$ cat src/hw/rtl/sti_pkg.sv
`default_nettype none

package sti_pkg;

  localparam int STI_LIMB_W = 32;
  localparam int STI_MUL_LAT = 3;

  localparam logic [15:0] STI_RADIUS_RESET = 16'd256;
  localparam logic [31:0] STI_R2_RESET = 32'(STI_RADIUS_RESET) * 32'(STI_RADIUS_RESET);

  typedef struct packed {
    logic hit;
    logic near_plane;
    logic degenerate;
  } sti_flags_t;

endpackage

`default_nettype wire

$ cat src/hw/rtl/sti_mul.sv
`default_nettype none

module sti_mul
  import sti_pkg::*;
#(
  parameter int AW = 16,
  parameter int BW = 16
) (
  input  wire logic                 clk,
  input  wire logic                 en,
  input  wire logic signed [AW-1:0] a,
  input  wire logic signed [BW-1:0] b,
  output logic signed [AW+BW-1:0]   p
);

  localparam int L   = STI_LIMB_W;
  localparam int NA  = (AW + L - 1) / L;
  localparam int NB  = (BW + L - 1) / L;
  localparam int XW  = NA * L;
  localparam int YW  = NB * L;
  localparam int LPW = 2 * (L + 1);
  localparam int SW  = XW + YW + 2;
  localparam int PW  = AW + BW;

  logic signed [XW-1:0]  a_ext;
  logic signed [YW-1:0]  b_ext;
  logic signed [L:0]     al [NA];
  logic signed [L:0]     bl [NB];
  logic signed [LPW-1:0] pp_r [NA][NB];
  logic signed [SW-1:0]  row_nxt [NA];
  logic signed [SW-1:0]  row_r [NA];
  logic signed [SW-1:0]  sum_nxt;
  logic signed [PW-1:0]  sum_r;

  assign a_ext = XW'(a);
  assign b_ext = YW'(b);

  // split: low limbs unsigned, top limb signed
  always_comb begin
    for (int i = 0; i < NA; i++) begin
      if (i == NA - 1) begin
        al[i] = {a_ext[XW-1], a_ext[i*L +: L]};
      end else begin
        al[i] = {1'b0, a_ext[i*L +: L]};
      end
    end
    for (int j = 0; j < NB; j++) begin
      if (j == NB - 1) begin
        bl[j] = {b_ext[YW-1], b_ext[j*L +: L]};
      end else begin
        bl[j] = {1'b0, b_ext[j*L +: L]};
      end
    end
  end

  always_comb begin
    for (int i = 0; i < NA; i++) begin
      row_nxt[i] = '0;
      for (int j = 0; j < NB; j++) begin
        row_nxt[i] = row_nxt[i] + (SW'(pp_r[i][j]) <<< (j * L));
      end
    end
  end

  always_comb begin
    sum_nxt = '0;
    for (int i = 0; i < NA; i++) begin
      sum_nxt = sum_nxt + (row_r[i] <<< (i * L));
    end
  end

  always_ff @(posedge clk) begin
    if (en) begin
      for (int i = 0; i < NA; i++) begin
        for (int j = 0; j < NB; j++) begin
          pp_r[i][j] <= al[i] * bl[j];
        end
        row_r[i] <= row_nxt[i];
      end
      sum_r <= sum_nxt[PW-1:0];
    end
  end

  assign p = sum_r;

endmodule

`default_nettype wire

$ cat config.mk
export PLATFORM = sky130hd
export DESIGN_NAME = sti_mul
export DESIGN_NICKNAME = d
export VERILOG_FILES = /design/src/hw/rtl/sti_pkg.sv /design/src/hw/rtl/sti_mul.sv
export SDC_FILE = /design/constraint.sdc
export NUM_CORES = 1
export LEC_CHECK = 0
export BUFFER_PORTS_ARGS = -buffer_cell sky130_fd_sc_hd__buf_4
export CAP_MARGIN = 20
export CORE_AREA = 5 5 186 188
export DETAILED_ROUTE_END_ITERATION = 8
export DIE_AREA = 0 0 191 193
export SETUP_SLACK_MARGIN = 0.05
export SLEW_MARGIN = 10
export SYNTH_ARGS = -nofsm -noshare
export SYNTH_HDL_FRONTEND = slang
export SYNTH_SLANG_ARGS = --single-unit
$ cat constraint.sdc
create_clock -name clk -period 7.3 [get_ports clk]
set_input_delay 0.73 -clock clk [delete_from_list [all_inputs] [get_ports clk]]
set_output_delay 0.73 -clock clk [all_outputs]
set_load 0.02 [all_outputs]
Word-level counts from Yosys, hierarchy flattened
Memory sizes are Yosys's and may differ from the RTL's. A register that Yosys moved wholly into a read port is not among the register bits.
Index checks and enable logic that the tools add are counted.
Word-level totals
  register bits: 0
  RAM bits: 132
  bits of input ports: 34
  output and inout port bits: 32
  logic and storage cells: 5
  memories kept: 2
Memories
  pp_r: words 1, width 66, read ports 1, clocked after Yosys merged registers in 0, wr ports 1, line sti_mul.sv:29  | logic signed [LPW-1:0] pp_r [NA][NB];
  row_r: words 1, width 66, read ports 1, clocked after Yosys merged registers in 1, wr ports 1, line sti_mul.sv:31  | logic signed [SW-1:0] row_r [NA];
Cells by class
  multiply operators: 1
  muxes and demuxes: 2
Operators with widths (number)
  16-bit by 16-bit multiplier with 32-bit output: 1
  1-bit two-way mux: 2

Logic depth before layout (Yosys ltp)
  depth after elaboration: 2
  depth in mapped cells: 24
  gate-level depth less buffers: 22

Least setup slack after synthesis
No wires, ideal clock.
  path kind: input -> register
  start point: input a[15]
  end point: memory pp_r[0][64] (netlist name) (data pin)
  library setup time: 0.262 ns
  arrival time: 5.964 ns
  required time: 7.038 ns
  slack: 1.074 ns
  stages on the path: 20
  buffers on the path: 2
  cells stage by stage: clkbuf_1 > nand2_1 > inv_1 > fa_1 > fa_1 > fa_1 > fa_1 > fa_1 > inv_1 > fa_1 > inv_1 > ha_1 > clkbuf_1 > a21o_1 > a31oi_1 > o21ai_1 > a211oi_2 > o41ai_2 > a221oi_2 > xnor2_1
Between the ends
  cells in the longest elaborated chain, start to end: 1
Ends and longest elaborated chain
  start, declared: line sti_mul.sv:11  | input wire logic signed [AW-1:0] a,
  16-bit by 16-bit multiplier with 32-bit output: line sti_mul.sv:76  | pp_r[i][j] <= al[i] * bl[j];
  end, declared: line sti_mul.sv:29
No other way between the ends.

Worst setup path in the final report
  start point: input a[7]
  end point: memory pp_r[0][25] (netlist name) (data pin)
The elaborated chain is that of the path after synthesis.

==> out/results.md <==
| Item | This run |
|---|---|
| Count of maximum capacitance violations | 0 |
| Routed WL per cell | 16.7 µm |
| Final critical path time including I/O delays and setup | 6.26 ns |
| Commonest cells in the netlist | 316 x inv_1, 262 x fa_1, 128 x nand2_1 |
| Filler cell count | 3,173 |
| Clock sinks | 96 |
| Setup TNS after final layout | 0 ns |
| Type of the worst setup path | in2reg |
| Post-DP HPWL | 23,400 µm |
| Global routing usage summed across all routing layers | 16.8% |
| Die boundary width | 191 µm |
| Relative slew margins | 53.5% |
| Critical path launch point | a[7] |
| Diode count | 0 |
| Global route total overflow | 0 |
| Cell type of the slowest stage on the worst timing path | fa_1 |
| Share of the clock period used by the worst path after layout | 85.8% |
| Post_cts resized | 0 |
| Warnings, synthesis | 0 |
| Final max-slew violation count | 0 |
| I/O pins | 66 |
| Gate count of the mapped netlist | 1,228 |
| Pin slew with the least headroom to its limit | 0.698 ns |
| Dominant cell type by area after synthesis | fa_1 |
| Post-Synthesis Mean Instance Area | 10.6 µm² |
| Number of nets at the end of the flow | 1,645 |
| Cell with the most instances on the worst path | fa_1 |
| Gpl congestion | 0.871 |
| Status | complete, no violations |
| Max Freq | 160 MHz |
| Placeable core region | 32,900 µm² |
| Maximum number of pins on one net before global-route repair | 58 |
| Post-synthesis register bit count | 96 |
| Crit path largest cell delay | 0.54 ns |
| Final setup violating endpoints | 0 |
| Type of destination of the critical path | flop |
| Number of global-route vias before repair | 9,158 |
| Antenna violations before repair | 1 |
| Final worst hold slack | 0.419 ns |
| Clock tree buffer depth | 2 |
| Avg Vias per Cell | 4.80 |
| Total Wirelength | 28,700 µm |
| Fraction of final layout cells with drive strength greater than 1 | 6.92% |
| Antenna Violating Nets Remaining | 0 |
| Latest clock arrival within the worst-skew pair | 0.36 ns |
| Primary flip-flop cell chosen by synthesis mapping | edfxtp_1 |
| Remaining design rule violation count | 0 |
| Final cell count without fillers | 1,720 |
| Number of gates on the worst path with buffers counted | 20 |
| Cell class contributing the biggest share of worst-path delay | adder cells |
| Post-synthesis sequential area ratio | 22.2% |
| Crit path buffers/inverters | 5 |
| Syn nets | 1,606 |
| Drt first-iter violations | 453 |
| Wire length of the first global-routing pass | 47,800 µm |
| CTS hold repair buffers | 0 |
| Most instantiated library cell after synthesis | inv_1 |
| Clock Pin Slew Worst Setup and Hold Paths | 0.07 ns |
| Worst R2R Path Depth | 0 |
| HP Class | reg2reg |
| Worst setup path end | pp_r[0][25] |
| Critical-path maximum fanout | 16 |
| RSZ-0062 raised after global routing | no |
| Number of buffers inserted during clock tree synthesis | 9 |
| Kind of start point of the critical path | primary input |
| Post-Syn Area | 13,000 µm² |
| Critical Path RT | 7.41 ns |
| Worst reg2reg path startpoint | pp_r[0][24] |
| Post-Place Cells | 1,704 |
| End of the worst register-to-register path | row_r[0][24] |
| Initial core utilization | 39.3% |
| Arrival time worst endpoint | 6.37 ns |
| Number of flops mapped to enable cells by yosys | 96 |
| Final Hold Vio Count | 0 |
| Skew final | 0.00751 ns |
| IO Port Bufs | 65 |
| Number of library cell types mapped by synthesis | 49 |
| Die height | 193 µm |
| Total die area | 36,900 µm² |
| Number of buffers inserted by post-CTS setup repair | 0 |
| Util after Layout | 43.0% |
| Ordered cell list for the critical path | buf_4, and2_1, fa_1, inv_1, fa_1, fa_1, fa_1, inv_1, fa_1, inv_1, fa_1, inv_1, ha_1, a21oi_1, o21bai_1, a211oi_1, a21oi_1, a21oi_1, o21ai_0, xor2_1 |
| Async S/R FF share, synth | 0% |
| Vias post-DR | 8,263 |
| TritonCTS clock tree | yes |
| FP Rows | 67 |
| Drt first pass iters | 5 |
| Reg2reg setup slack | 6.62 ns |
| Clk Tree Root Cell | clkbuf_16 |
| Top cells by area in the synthesized netlist | fa_1 40%, edfxtp_1 22%, inv_1 9.2% |
| Area added between synthesis and finish | 9.29% |
| Depth of the CTS H-tree | 3 |
| Fraction of synthesized cell area taken by the top area cell type | 40.5% |
==> cells in the final DEF, fill, tap and decap left out, types with 2 or more instances in the layout <==
cell | Yosys | routed
and4_1 | 5 | 5
o21ai_1 | 4 | 4
a211oi_2 | 2 | 2
nor3_1 | 4 | 4
o21a_1 | 4 | 4
o21ai_0 | 16 | 16
a211oi_1 | 3 | 3
a21o_1 | 10 | 10
xor2_1 | 9 | 9
nand4_1 | 4 | 4
nor3b_1 | 2 | 2
nor2_1 | 32 | 32
and2_1 | 123 | 123
ha_1 | 82 | 82
buf_4 | 0 | 66
edfxtp_1 | 96 | 96
a21oi_1 | 20 | 20
a31oi_1 | 7 | 7
a21boi_0 | 2 | 2
nand2_1 | 128 | 128
nand2b_1 | 8 | 8
xnor2_1 | 25 | 25
inv_8 | 0 | 2
o211ai_1 | 3 | 3
clkinv_4 | 0 | 3
inv_1 | 316 | 316
fa_1 | 262 | 262
clkbuf_16 | 0 | 9
o21bai_1 | 3 | 3
==> cell families after synthesis <==
logic type	count (synthesis)	synth area share (%)
adder cells (fa/ha/maj)	344	48.4
AND/OR/NAND/NOR	312	12.1
AO/OA/AOI/OAI	88	4.65
buffers and inverters	354	10.3
XOR/XNOR	34	2.30
flip-flops	96	22.2
==> layer usage <==
layer | GRT usage (%) | share of wire, % | vias to the layer above
met5 | 0 | 0.045 | -
met4 | 6.66 | 3.4 | 2
met3 | 2.25 | 4.8 | 45
met2 | 29.1 | 50 | 206
met1 | 21.4 | 42 | 4243
li1 | - | - | 3767
==> stage by stage <==
stage                     cell area [µm²]  setup WS (ns)
after floorplan                     13000           1.07
after global placement              13900          0.809
after detailed placement            13900          0.716
after CTS                           14200           1.11
after global routing                14200          0.802
final                               14200           1.04
==> area by class of cell <==
type | count | area [µm²] | share of cell area, %
clock inverters | 7 | 73.8 | 0.521
multi-input cells | 778 | 8740 | 61.7
repair buffers | 66 | 495 | 3.50
clock buffers | 9 | 225 | 1.59
well taps | 448 | 561 | 3.96
inverters | 316 | 1190 | 8.38
flip-flops and latches | 96 | 2880 | 20.4
==> state kept, by name (all words and copies together), names as in the netlist <==
| signal | count |
|---|---|
| pp_r | 32 |
| row_r | 32 |
| p | 31 |
| sum_nxt | 1 |
==> worst min path at each step <==
stage | from | end | cells past startpoint
floorplan | row_r[0][0] | p[0] | 0
global placement | pp_r[0][4] | row_r[0][4] | 0
detailed placement | row_r[0][20] | p[20] | 0
CTS | row_r[0][20] | p[20] | 0
global route | row_r[0][21] | p[21] | 0
finish | row_r[0][20] | p[20] | 0
Power is not shown: default switching activity piles up to over one toggle a cycle in this logic, so the estimate is an artifact.
