File: src/hw/rtl/sti_pkg.sv
`default_nettype none

package sti_pkg;

  localparam int STI_LIMB_W = 32;
  localparam int STI_MUL_LAT = 3;

  localparam logic [15:0] STI_RADIUS_RESET = 16'd256;
  localparam logic [31:0] STI_R2_RESET = 32'(STI_RADIUS_RESET) * 32'(STI_RADIUS_RESET);

  typedef struct packed {
    logic hit;
    logic near_plane;
    logic degenerate;
  } sti_flags_t;

endpackage

`default_nettype wire

File: src/hw/rtl/sti_out_buf.sv
`default_nettype none

module sti_out_buf
  import sti_pkg::*;
(
  input  wire logic       clk,
  input  wire logic       rst_n,
  input  wire logic       in_valid,
  input  wire sti_flags_t in_flags,
  output logic            in_ready,
  output logic            out_valid,
  input  wire logic       out_ready,
  output sti_flags_t      out_flags
);

  logic       main_v_r, main_v_nxt;
  logic       skid_v_r, skid_v_nxt;
  sti_flags_t main_r, main_nxt;
  sti_flags_t skid_r, skid_nxt;
  logic       push, pop;

  assign in_ready  = !skid_v_r;
  assign out_valid = main_v_r;
  assign out_flags = main_r;

  always_comb begin
    push       = in_valid && !skid_v_r;
    pop        = main_v_r && out_ready;
    main_v_nxt = main_v_r;
    skid_v_nxt = skid_v_r;
    main_nxt   = main_r;
    skid_nxt   = skid_r;
    priority if (skid_v_r) begin
      if (pop) begin
        main_nxt   = skid_r;
        skid_v_nxt = 1'b0;
      end
    end else if (push) begin
      if (!main_v_r || pop) begin
        main_v_nxt = 1'b1;
        main_nxt   = in_flags;
      end else begin
        skid_v_nxt = 1'b1;
        skid_nxt   = in_flags;
      end
    end else begin
      if (pop) begin
        main_v_nxt = 1'b0;
      end
    end
  end

  always_ff @(posedge clk) begin
    if (!rst_n) begin
      main_v_r <= 1'b0;
      skid_v_r <= 1'b0;
    end else begin
      main_v_r <= main_v_nxt;
      skid_v_r <= skid_v_nxt;
    end
  end

  always_ff @(posedge clk) begin
    main_r <= main_nxt;
    skid_r <= skid_nxt;
  end

endmodule

`default_nettype wire

File: config.mk
export PLATFORM = sky130hd
export DESIGN_NAME = sti_out_buf
export DESIGN_NICKNAME = d
export VERILOG_FILES = /design/src/hw/rtl/sti_pkg.sv /design/src/hw/rtl/sti_out_buf.sv
export SDC_FILE = /design/constraint.sdc
export NUM_CORES = 1
export LEC_CHECK = 0
export BUFFER_PORTS_ARGS = -buffer_cell sky130_fd_sc_hd__clkbuf_2
export CELL_PAD_IN_SITES_DETAIL_PLACEMENT = 0
export CELL_PAD_IN_SITES_GLOBAL_PLACEMENT = 2
export CORE_AREA = 4 4 41 43
export DETAILED_ROUTE_END_ITERATION = 10
export DIE_AREA = 0 0 45 47
export GPL_TIMING_DRIVEN = 1
export PLACE_DENSITY_LB_ADDON = 0.1
export SYNTH_ARGS = -nofsm -noshare
export SYNTH_HDL_FRONTEND = slang
export SYNTH_SLANG_ARGS = --single-unit
File: constraint.sdc
create_clock -name clk -period 1.49 [get_ports clk]
set_clock_uncertainty 0.15 [all_clocks]
set_input_delay 0.149 -clock clk [delete_from_list [all_inputs] [get_ports clk]]
set_output_delay 0.149 -clock clk [all_outputs]
set_load 0.03 [all_outputs]
# After elaboration in Yosys (flattened, before gate mapping)
# Index checks and enable logic that the tools add are counted.
totals:
  reg_bits: 8
  inputBits: 7
  output_inout_bits: 5
  elab_cells: 34
classes:
  n_eq_ne: 2
  mux: 11
  bitwise: 2
  reduce_logical: 11
op_table:
  columns: ["operator", "count"]
  rows:
  - ["2-to-1 mux 3 bit", 4]
  - ["AND reduction 3 bit", 3]
  - ["2-to-1 mux 1 bit", 7]
  - ["nonzero test 2 bit", 3]
  - ["!= test 2 x 1 -> 1 bit (second input constant)", 2]
  - ["logical AND 1 bit", 2]
  - ["zero test 1 bit", 2]
  - ["NOT 1 bit", 2]
  - ["logical OR 1 bit", 1]

# Logic depth before layout (Yosys ltp)
# Gate-level depths: netlist of the first run.
depth:
  depth_word: 5
  ltp_mapped: 3
  mapped_depth_nobuf: 2

# Worst setup path before layout of the first run
# No wires, ideal clock.
synth_path:
  path_type: "register to register"
  from: "register main_v_r (netlist: out_valid)"
  to: "register main_r, in the netlist out_flags[0] (enable)"
  arrival_ns: 0.907
  t_required_ns: 1.013
  slack_ns: 0.106
  stages_incl_launch_ff: 3
  n_path_buf: 0
  period_less_slack_ns: 1.384
  cell_sequence: "dfxtp_1 -> mux2i_1 -> a21oi_1"
synth_between:
  elab_chain_len: 4
synth_lines:
  columns: ["item", "line_no", "rtl"]
  rows:
  - ["from (decl)", "sti_out_buf.sv:16", "logic main_v_r, main_v_nxt;"]
  - ["from (signal assigned)", "sti_out_buf.sv:58", "main_v_r <= main_v_nxt;"]
  - ["zero test 1 bit or logical AND 1 bit (tied branches)", "sti_out_buf.sv:39, sti_out_buf.sv:28", null]
  - ["logical OR 1 bit", "sti_out_buf.sv:39", "if (!main_v_r || pop) begin"]
  - ["nonzero test 2 bit (no line)", null, null]
  - ["AND reduction 3 bit (no line) (*)", null, null]
  - ["to (signal assigned)", "sti_out_buf.sv:64", "main_r <= main_nxt;"]
  - ["to (decl)", "sti_out_buf.sv:18", "sti_flags_t main_r, main_nxt;"]
# Every way passes the cells marked *; elsewhere a longest branch is shown, timed or not.
# A chain may end at the register's enable or synchronous reset.

# Worst setup path in the final report of the first run
layout_path:
  from: "input out_ready"
  to: "register main_r, in the netlist out_flags[2] (enable)"
layout_between:
  elab_chain_len: 4
layout_lines:
  columns: ["item", "line_no", "rtl"]
  rows:
  - ["from (decl)", "sti_out_buf.sv:12", "input wire logic out_ready,"]
  - ["logical AND 1 bit (*)", "sti_out_buf.sv:28", "pop = main_v_r && out_ready;"]
  - ["logical OR 1 bit", "sti_out_buf.sv:39", null]
  - ["nonzero test 2 bit (no line)", null, null]
  - ["AND reduction 3 bit (no line) (*)", null, null]
# Marked as above.

==> reports/qor.txt, run 1 <==
Die Y: 47 um
Required @ worst endpoint: 1270 ps
core footprint: 1300 um2
I/O Pins: 12
post-CTS sizing: 0
first-pass GRT wire length: 1.05 mm
Post-DP HPWL: 527 um
initial antenna violation count: 0
n_diodes: 0
Seq pwr share: 0.509
Slew Viols, Final: 0
Syn-to-layout area delta: 41.2%
Site Rows: 13
CTS tree: built
R2R depth: 2
Startpoint Class: input port
DIE AREA: 2120 um2
clock network power share: 0.320
clk sinks: 8
Reg clk slew, reported paths: 60 ps
Avg Cell Area, Syn: 14.4 um2
worst hold path type: input port to register
final setup TNS: 0 ps
CTS HTree Levels: 1
Final Hold Vio Count: 0
slew margin rel.: 0.781
largest net degree at the start of global routing: 8
DRC: 0
CTS max path bufs: 2
Critical Path Sink Type: register
post-synthesis sequential area ratio: 0.635
total track usage: 0.0804
TritonCTS buffer count: 3
initial core utilization: 0.266
worst reg2reg path endpoint: out_flags[0]$_DFFE_PP_
crit-path max FO: 3
area of the multi-input gates: 104 um2
synth warn: 0
DR vias/cell: 4.52
Pint: 0.389 mW
Cell variety after synth: 13
Top Family by Delay on Critical Path: buffers and inverters
Critical R2R Launch: skid_v_r$_SDFF_PN0_
total congestion overflow: 0
Synth top area share: 0.520
Comb power frac: 0.171
Static Leak: 0.208 nW
Critical Path Start: out_ready
number of max-cap violations: 0
final wirelength: 708 um
Die Wd: 45 um
Post-CTS Setup Bufs: 0
via count: 262
Power Density: 1060 nW/um2
fmax: 732 MHz
Crit-path slowest cell: dlygate4sd3_1
Detailed Route Iter0 Violations: 3
Final period util: 0.917
Crit Path Category: input port to register
WHS: 34.1 ps
Hold Crit Start: in_valid
Worst Path Buf+Inv: 3
final setup vio count: 0
Slew @ Worst Pin: 328 ps
RePlAce Congestion: 0.694
Synth area leader: edfxtp_1
drt first pass iters: 4
Worst-Skew Late Latency: 250 ps
post-route ant nets: 0
Cell Chain, Critical Path: dlygate4sd3_1 > clkbuf_2 > inv_1 > a21oi_1
Reg area: 220 um2
wire length per cell: 12.2 um
R2R setup slack: 180 ps
syn nets: 31
cell count after synthesis: 24
most common cell after layout, fill and taps aside: clkbuf_2
Fillers: 139
root buffer cell: clkbuf_4
switch share: 0.253
input/output buffers: 11
Synth area leaders: edfxtp_1, mux2_4, dfxtp_1
Min-Delay Path Depth: 3
WHS Endpoint: out_valid$_SDFFE_PN0P_
# nets final: 52
share of post-route cells with drive strength above 1: 0.419
vias in the first global route: 251
Peak VDD IR: 0.437 mV
RSZ-0062 raised after global routing: no
outcome: finished, final reports clean
Critical Path AT: 1140 ps
most frequent cells in the layout: clkbuf_2, edfxtp_1, dlygate4sd3_1
Final min period: 1370 ps
delay of the slowest cell on the worst path: 530 ps
sw power: 0.132 mW
FF+latch count, synth: 8
Netlist Area Pre-Place: 347 um2
==> kinds of logic after synthesis <==
kind of cell | share of synthesized area
flip-flops | 0.635
AO/OA/AOI/OAI | 0.0650
multiplexers | 0.159
AND/OR/NAND/NOR | 0.0758
buffers and inverters | 0.0650
==> how the worst max path moves through the flow <==
stage          slack (ps)  depth (start not counted)                     end
2_1_floorplan         110                          2  out_flags[0]$_DFFE_PP_
3_3_place_gp          170                          2  out_flags[2]$_DFFE_PP_
3_5_place_dp          180                          2  out_flags[0]$_DFFE_PP_
4_1_cts               130                          4  out_flags[2]$_DFFE_PP_
5_1_grt                90                          4  out_flags[1]$_DFFE_PP_
6_report              120                          4  out_flags[2]$_DFFE_PP_
==> timing repair <==
item / in CTS / in global routing
hold buffers: 5 / 0
hold endpoints to repair: 4 / 0
setup endpoints to repair: 0 / 0
==> cells in the mapped netlist <==
cell and n:
buf_6 1, dfxtp_1 2, inv_1 3, nand2_1 1, and4_1 1, a211oi_1 1, o21ai_0 1, mux2_4 3
edfxtp_1 6, nor2b_1 1, mux2i_1 1, nand3b_1 1, a21oi_1 2
==> power by group through the flow <==
stage               clock, mW  combinational [mW]  sequential, mW
floorplan                   0              0.0358           0.287
global placement            0              0.0784           0.270
detailed placement          0              0.0794           0.270
CTS                     0.177              0.0898           0.265
global route            0.194              0.0946           0.267
finish                  0.167              0.0888           0.265
==> stage by stage <==
step / worst slack [ps] / std cells / cell area, um2 / power, mW / utilization
CTS: 130 / 58 / 489 / 0.532 / 0.376
global route: 91.6 / 58 / 489 / 0.555 / 0.376
detailed placement: 176 / 50 / 417 / 0.349 / 0.320
finish: 124 / 58 / 489 / 0.521 / 0.376
floorplan: 106 / 24 / 347 / 0.323 / -
global placement: 173 / 50 / 417 / 0.349 / 0.320
==> registers in the layout (all words and copies together) (netlist names) <==
register	count
out_flags	3
skid_v_r	1
skid_r	3
out_valid	1
==> metal layers <==
| metal | track usage | wire length (um) | vias up |
|---|---|---|---|
| met2 | 0.124 | 364 | 12 |
| met5 | 0 | 0 | - |
| met4 | 0.0877 | 29 | 0 |
| li1 | - | - | 127 |
| met3 | 0.0498 | 58 | 4 |
| met1 | 0.0674 | 255 | 119 |
==> final cells by class <==
| class | instances | share of cell area |
|---|---|---|
| flip-flops and latches | 8 | 0.450 |
| repair buffers | 17 | 0.230 |
| multi-input cells | 12 | 0.212 |
| clock buffers | 3 | 0.0460 |
| well taps | 15 | 0.0384 |
| inverters | 3 | 0.0230 |
==> worst register-to-register path, delay by kind of cell, from the launching register on <==
family	cells	cell delay (ps)
buf+inv	1	180
mux	1	300
flops	1	440
Note: power is estimated with default switching activity, not from simulation.
==> inputs of run 2 (changes only) <==
CORE_AREA = 5 5 42 44   (was 4 4 41 43)
DIE_AREA = 0 0 47 49   (was 0 0 45 47)
==> reports/qor.txt, run 2 (synthesized netlist as in run 1, its figures left out) <==
Slew @ Worst Pin: 298 ps (was 328 ps)
initial antenna violation count: 0 (unchanged)
number of max-cap violations: 0 (unchanged)
Non-Filler Instances: 60 (was 58)
DIE AREA: 2300 um2 (was 2120 um2)
largest net degree at the start of global routing: 8 (unchanged)
Worst-Skew Late Latency: 250 ps (about the same)
Reg clk slew, reported paths: 50 ps (was 60 ps)
placed cell count: 51 (was 50)
Peak VDD IR: 0.631 mV (was 0.437 mV)
Seq pwr share: 0.504 (was 0.509)
wire length per cell: 10.7 um (was 12.2 um)
Final Hold Vio Count: 0 (unchanged)
fmax: 735 MHz (was 732 MHz)
clock network power share: 0.330 (was 0.320)
area of the multi-input gates: 104 um2 (unchanged)
Comb power frac: 0.166 (was 0.171)
final wirelength: 640 um (was 708 um)
Fillers: 148 (was 139)
initial core utilization: 0.247 (was 0.266)
Site Rows: 14 (was 13)
# nets final: 52 (unchanged)
RePlAce Congestion: 0.778 (was 0.694)
switch share: 0.242 (was 0.253)
Crit Path Category: input port to register (unchanged)
n_diodes: 0 (unchanged)
final setup vio count: 0 (unchanged)
input/output buffers: 11 (unchanged)
final design instance area without fill: 494 um2 (was 489 um2)
Reg area: 220 um2 (unchanged)
Finished Core Util: 0.353 (was 0.376)
final setup TNS: 0 ps (unchanged)
DR vias/cell: 4.05 (was 4.52)
vias in the first global route: 228 (was 251)
first-pass GRT wire length: 1.02 mm (was 1.05 mm)
root buffer cell: clkbuf_4 (unchanged)
Syn-to-layout area delta: 42.6% (was 41.2%)
core footprint: 1400 um2 (was 1300 um2)
most frequent cells in the layout: clkbuf_2, edfxtp_1, dlygate4sd3_1 (unchanged)
CTS max path bufs: 2 (unchanged)
delay of the slowest cell on the worst path: 530 ps (about the same)
Critical Path Sink Type: register (unchanged)
clk sinks: 8 (unchanged)
Cell Chain, Critical Path: dlygate4sd3_1 > clkbuf_2 > inv_1 > and4_1 (was dlygate4sd3_1 > clkbuf_2 > inv_1 > a21oi_1)
TritonCTS buffer count: 3 (unchanged)
Required @ worst endpoint: 1280 ps (was 1270 ps)
DRC: 0 (unchanged)
total track usage: 0.0639 (was 0.0804)
Die Wd: 47 um (was 45 um)
Detailed Route Iter0 Violations: 3 (unchanged)
Crit-path slowest cell: dlygate4sd3_1 (unchanged)
share of post-route cells with drive strength above 1: 0.409 (was 0.419)
Post-DP HPWL: 500 um (was 527 um)
Die Y: 49 um (was 47 um)
via count: 243 (was 262)
CTS tree: built (unchanged)
Placed Area: 418 um2 (was 417 um2)
drt first pass iters: 3 (was 4)
worst hold path type: input port to register (unchanged)
Slew Viols, Final: 0 (unchanged)
Pint: 0.399 mW (was 0.389 mW)
Critical Path AT: 1150 ps (was 1140 ps)
Startpoint Class: input port (unchanged)
Static Leak: 0.209 nW (was 0.208 nW)
total congestion overflow: 0 (unchanged)
post-route ant nets: 0 (unchanged)
crit-path max FO: 3 (unchanged)
slew margin rel.: 0.801 (was 0.781)
I/O Pins: 12 (unchanged)
Final period util: 0.914 (was 0.917)
Power Density: 1060 nW/um2 (about the same)
sw power: 0.127 mW (was 0.132 mW)
outcome: finished, final reports clean (unchanged)
most common cell after layout, fill and taps aside: clkbuf_2 (unchanged)
CTS Hold Bufs: 5 (unchanged)
post-CTS sizing: 0 (unchanged)
RSZ-0062 raised after global routing: no (unchanged)
Post-CTS Setup Bufs: 0 (unchanged)
CTS HTree Levels: 1 (unchanged)
Final min period: 1360 ps (was 1370 ps)
==> run 2: routing by layer <==
layer / GRT usage / wire length (um) / vias to the layer above
met5: 0 / 0 / -
met4: 0.0138 / 0 / 0
met3: 0.0554 / 51 / 0
met2: 0.0860 / 308 / 7
met1: 0.0767 / 281 / 110
li1: - / - / 126
==> run 2: critical path, delay by kind of cell <==
kind	cells	cell delay (ps)
AND/OR/NAND/NOR	1	280
buffers and inverters	3	710
==> run 2: final timing paths <==
path                          start                     end  slack [ps]  cells after the start
min reg2reg  out_valid$_SDFFE_PN0P_  out_valid$_SDFFE_PN0P_         370                      2
max                       out_ready     skid_r[2]$_DFFE_PP_         130                      4
max reg2reg     skid_v_r$_SDFF_PN0_  out_flags[0]$_DFFE_PP_         210                      2
min                        in_valid  out_valid$_SDFFE_PN0P_          40                      3
==> run 2: through the flow <==
step	worst slack, ps	hold WS [ps]	power, mW
floorplan	106	96.2	0.323
global placement	184	192	0.347
detailed placement	192	198	0.349
CTS	126	37.4	0.539
global route	108	75.3	0.556
finish	129	42.0	0.526
==> run 2: final cells by class <==
class,instances,area share
Multi-Input combinational cell,12,0.210
Timing Repair Buffer,17,0.228
Clock buffer,4,0.0532
Sequential cell,8,0.446
Inverter,3,0.0228
Tap cell,16,0.0405
==> run 2: power by group through the flow <==
stage | registers [mW] | clock network, mW | logic [mW]
2_1_floorplan | 0.287 | 0 | 0.0358
3_3_place_gp | 0.270 | 0 | 0.0779
3_5_place_dp | 0.270 | 0 | 0.0785
4_1_cts | 0.266 | 0.185 | 0.0888
5_1_grt | 0.267 | 0.195 | 0.0945
6_report | 0.265 | 0.174 | 0.0873
==> inputs of run 3 (changes only) <==
CELL_PAD_IN_SITES_DETAIL_PLACEMENT = not set   (was 0)
CELL_PAD_IN_SITES_GLOBAL_PLACEMENT = not set   (was 2)
PLACE_DENSITY_LB_ADDON = not set   (was 0.1)
REMOVE_ABC_BUFFERS = 1   (was not set)
==> reports/qor.txt, run 3 (synthesized netlist as in run 1, its figures left out) <==
input/output buffers: 11 (unchanged)
worst reg2reg path endpoint: out_flags[2]$_DFFE_PP_ (was out_flags[0]$_DFFE_PP_)
Post-DP HPWL: 468 um (was 500 um)
WL met1: 304 um (was 281 um)
initial core utilization: 0.247 (unchanged)
Placed Area: 418 um2 (unchanged)
final design instance area without fill: 490 um2 (was 494 um2)
Critical Path AT: 1130 ps (was 1150 ps)
total congestion overflow: 0 (unchanged)
initial antenna violation count: 0 (unchanged)
CTS HTree Levels: 1 (unchanged)
core footprint: 1400 um2 (unchanged)
n_diodes: 0 (unchanged)
drt first pass iters: 2 (was 3)
final wirelength: 644 um (was 640 um)
Syn-to-layout area delta: 41.5% (was 42.6%)
Fillers: 150 (was 148)
final setup vio count: 0 (unchanged)
slew margin rel.: 0.785 (was 0.801)
clk sinks: 8 (unchanged)
Die Y: 49 um (unchanged)
# nets final: 52 (unchanged)
via count: 234 (was 243)
DIE AREA: 2300 um2 (unchanged)
Startpoint Class: input port (unchanged)
CTS tree: built (unchanged)
area of the multi-input gates: 104 um2 (unchanged)
total track usage: 0.0633 (was 0.0639)
root buffer cell: clkbuf_4 (unchanged)
TritonCTS buffer count: 3 (unchanged)
R2R depth: 2 (unchanged)
DRC: 0 (unchanged)
DR top layer: met3 (unchanged)
vias in the first global route: 234 (was 228)
worst hold path type: input port to register (unchanged)
Detailed Route Iter0 Violations: 2 (was 3)
crit-path max FO: 3 (unchanged)
WHS Endpoint: out_valid$_SDFFE_PN0P_ (unchanged)
Reg area: 220 um2 (unchanged)
first-pass GRT wire length: 972 um (was 1.02 mm)
DP Worst Slack: 195 ps (was 192 ps)
met2 routed WL: 274 um (was 308 um)
Final min period: 1360 ps (about the same)
Static Leak: 0.208 nW (was 0.209 nW)
Slew Viols, Final: 0 (unchanged)
Critical Path Sink Type: register (unchanged)
Worst-Skew Late Latency: 240 ps (was 250 ps)
Crit Path Category: input port to register (unchanged)
most common cell after layout, fill and taps aside: clkbuf_2 (unchanged)
final worst slack: 127 ps (was 129 ps)
Critical R2R Launch: skid_v_r$_SDFF_PN0_ (unchanged)
fmax: 734 MHz (was 735 MHz)
most frequent cells in the layout: clkbuf_2, edfxtp_1, dlygate4sd3_1 (unchanged)
Min-Delay Path Depth: 3 (unchanged)
outcome: finished, final reports clean (unchanged)
Site Rows: 14 (unchanged)
Finished Core Util: 0.350 (was 0.353)
RePlAce Congestion: 0.706 (was 0.778)
Peak VDD IR: 0.491 mV (was 0.631 mV)
Die Wd: 47 um (unchanged)
Met3 Wirelength: 66 um (was 51 um)
CTS max path bufs: 2 (unchanged)
share of post-route cells with drive strength above 1: 0.419 (was 0.409)
R2R setup slack: 170 ps (was 210 ps)
RSZ-0062 raised after global routing: no (unchanged)
Required @ worst endpoint: 1250 ps (was 1280 ps)
Power Density: 1040 nW/um2 (was 1060 nW/um2)
largest net degree at the start of global routing: 8 (unchanged)
Final Hold Vio Count: 0 (unchanged)
DR vias/cell: 3.97 (was 4.05)
number of max-cap violations: 0 (unchanged)
wire length per cell: 10.9 um (was 10.7 um)
Slew @ Worst Pin: 322 ps (was 298 ps)
I/O Pins: 12 (unchanged)
Final period util: 0.914 (about the same)
Reg clk slew, reported paths: 50 ps (about the same)
post-route ant nets: 0 (unchanged)
Hold Crit Start: in_valid (unchanged)
Post-CTS Setup Bufs: 0 (unchanged)
final setup TNS: 0 ps (unchanged)
## run 3: what timing repair did
action                     CTS  global route
gates resized for setup      0             0
hold buffers                 5             0
setup endpoints to repair    0             0
hold endpoints to repair     4             0
## run 3: power breakdown
group          switching, mW  total (mW)  internal (mW)
registers            0.00938       0.266          0.256
clock network         0.0636       0.155         0.0915
logic                 0.0471      0.0875         0.0404
total                  0.120       0.508          0.388
## run 3: how the worst max path moves through the flow
stage,start,endpoint,slack (ps),cells after the start
detailed placement,skid_v_r$_SDFF_PN0_,out_flags[2]$_DFFE_PP_,200,2
CTS,out_ready,skid_r[2]$_DFFE_PP_,160,4
finish,out_ready,out_flags[0]$_DFFE_PP_,130,4
global route,out_ready,skid_r[2]$_DFFE_PP_,130,4
global placement,skid_v_r$_SDFF_PN0_,out_flags[0]$_DFFE_PP_,200,2
floorplan,out_valid$_SDFFE_PN0P_,out_flags[0]$_DFFE_PP_,110,2
## run 3: routing by layer
layer,global-route usage,up-vias
met4,0.0276,0
met2,0.0837,12
met1,0.0682,96
li1,-,126
met3,0.0590,0
met5,0,-
## run 3: cell type report
cell class                      instances  share of cell area
Sequential cell                         8               0.449
Clock buffer                            3              0.0459
Timing Repair Buffer                   17               0.230
Inverter                                3              0.0230
Multi-Input combinational cell         12               0.212
Tap cell                               16              0.0408
## run 3: per-stage QoR
| step | instances | hold WS (ps) | total power [mW] |
|---|---|---|---|
| floorplan | 23 | 96.2 | 0.319 |
| finish | 59 | 28.9 | 0.508 |
| detailed placement | 51 | 204 | 0.348 |
| global placement | 51 | 200 | 0.347 |
| global route | 59 | 32.5 | 0.539 |
| CTS | 59 | 21.6 | 0.516 |
## run 3: critical path, stage by stage
cell	delay, ps
dlygate4sd3_1	520
clkbuf_2	110
inv_1	50
a21oi_1	290
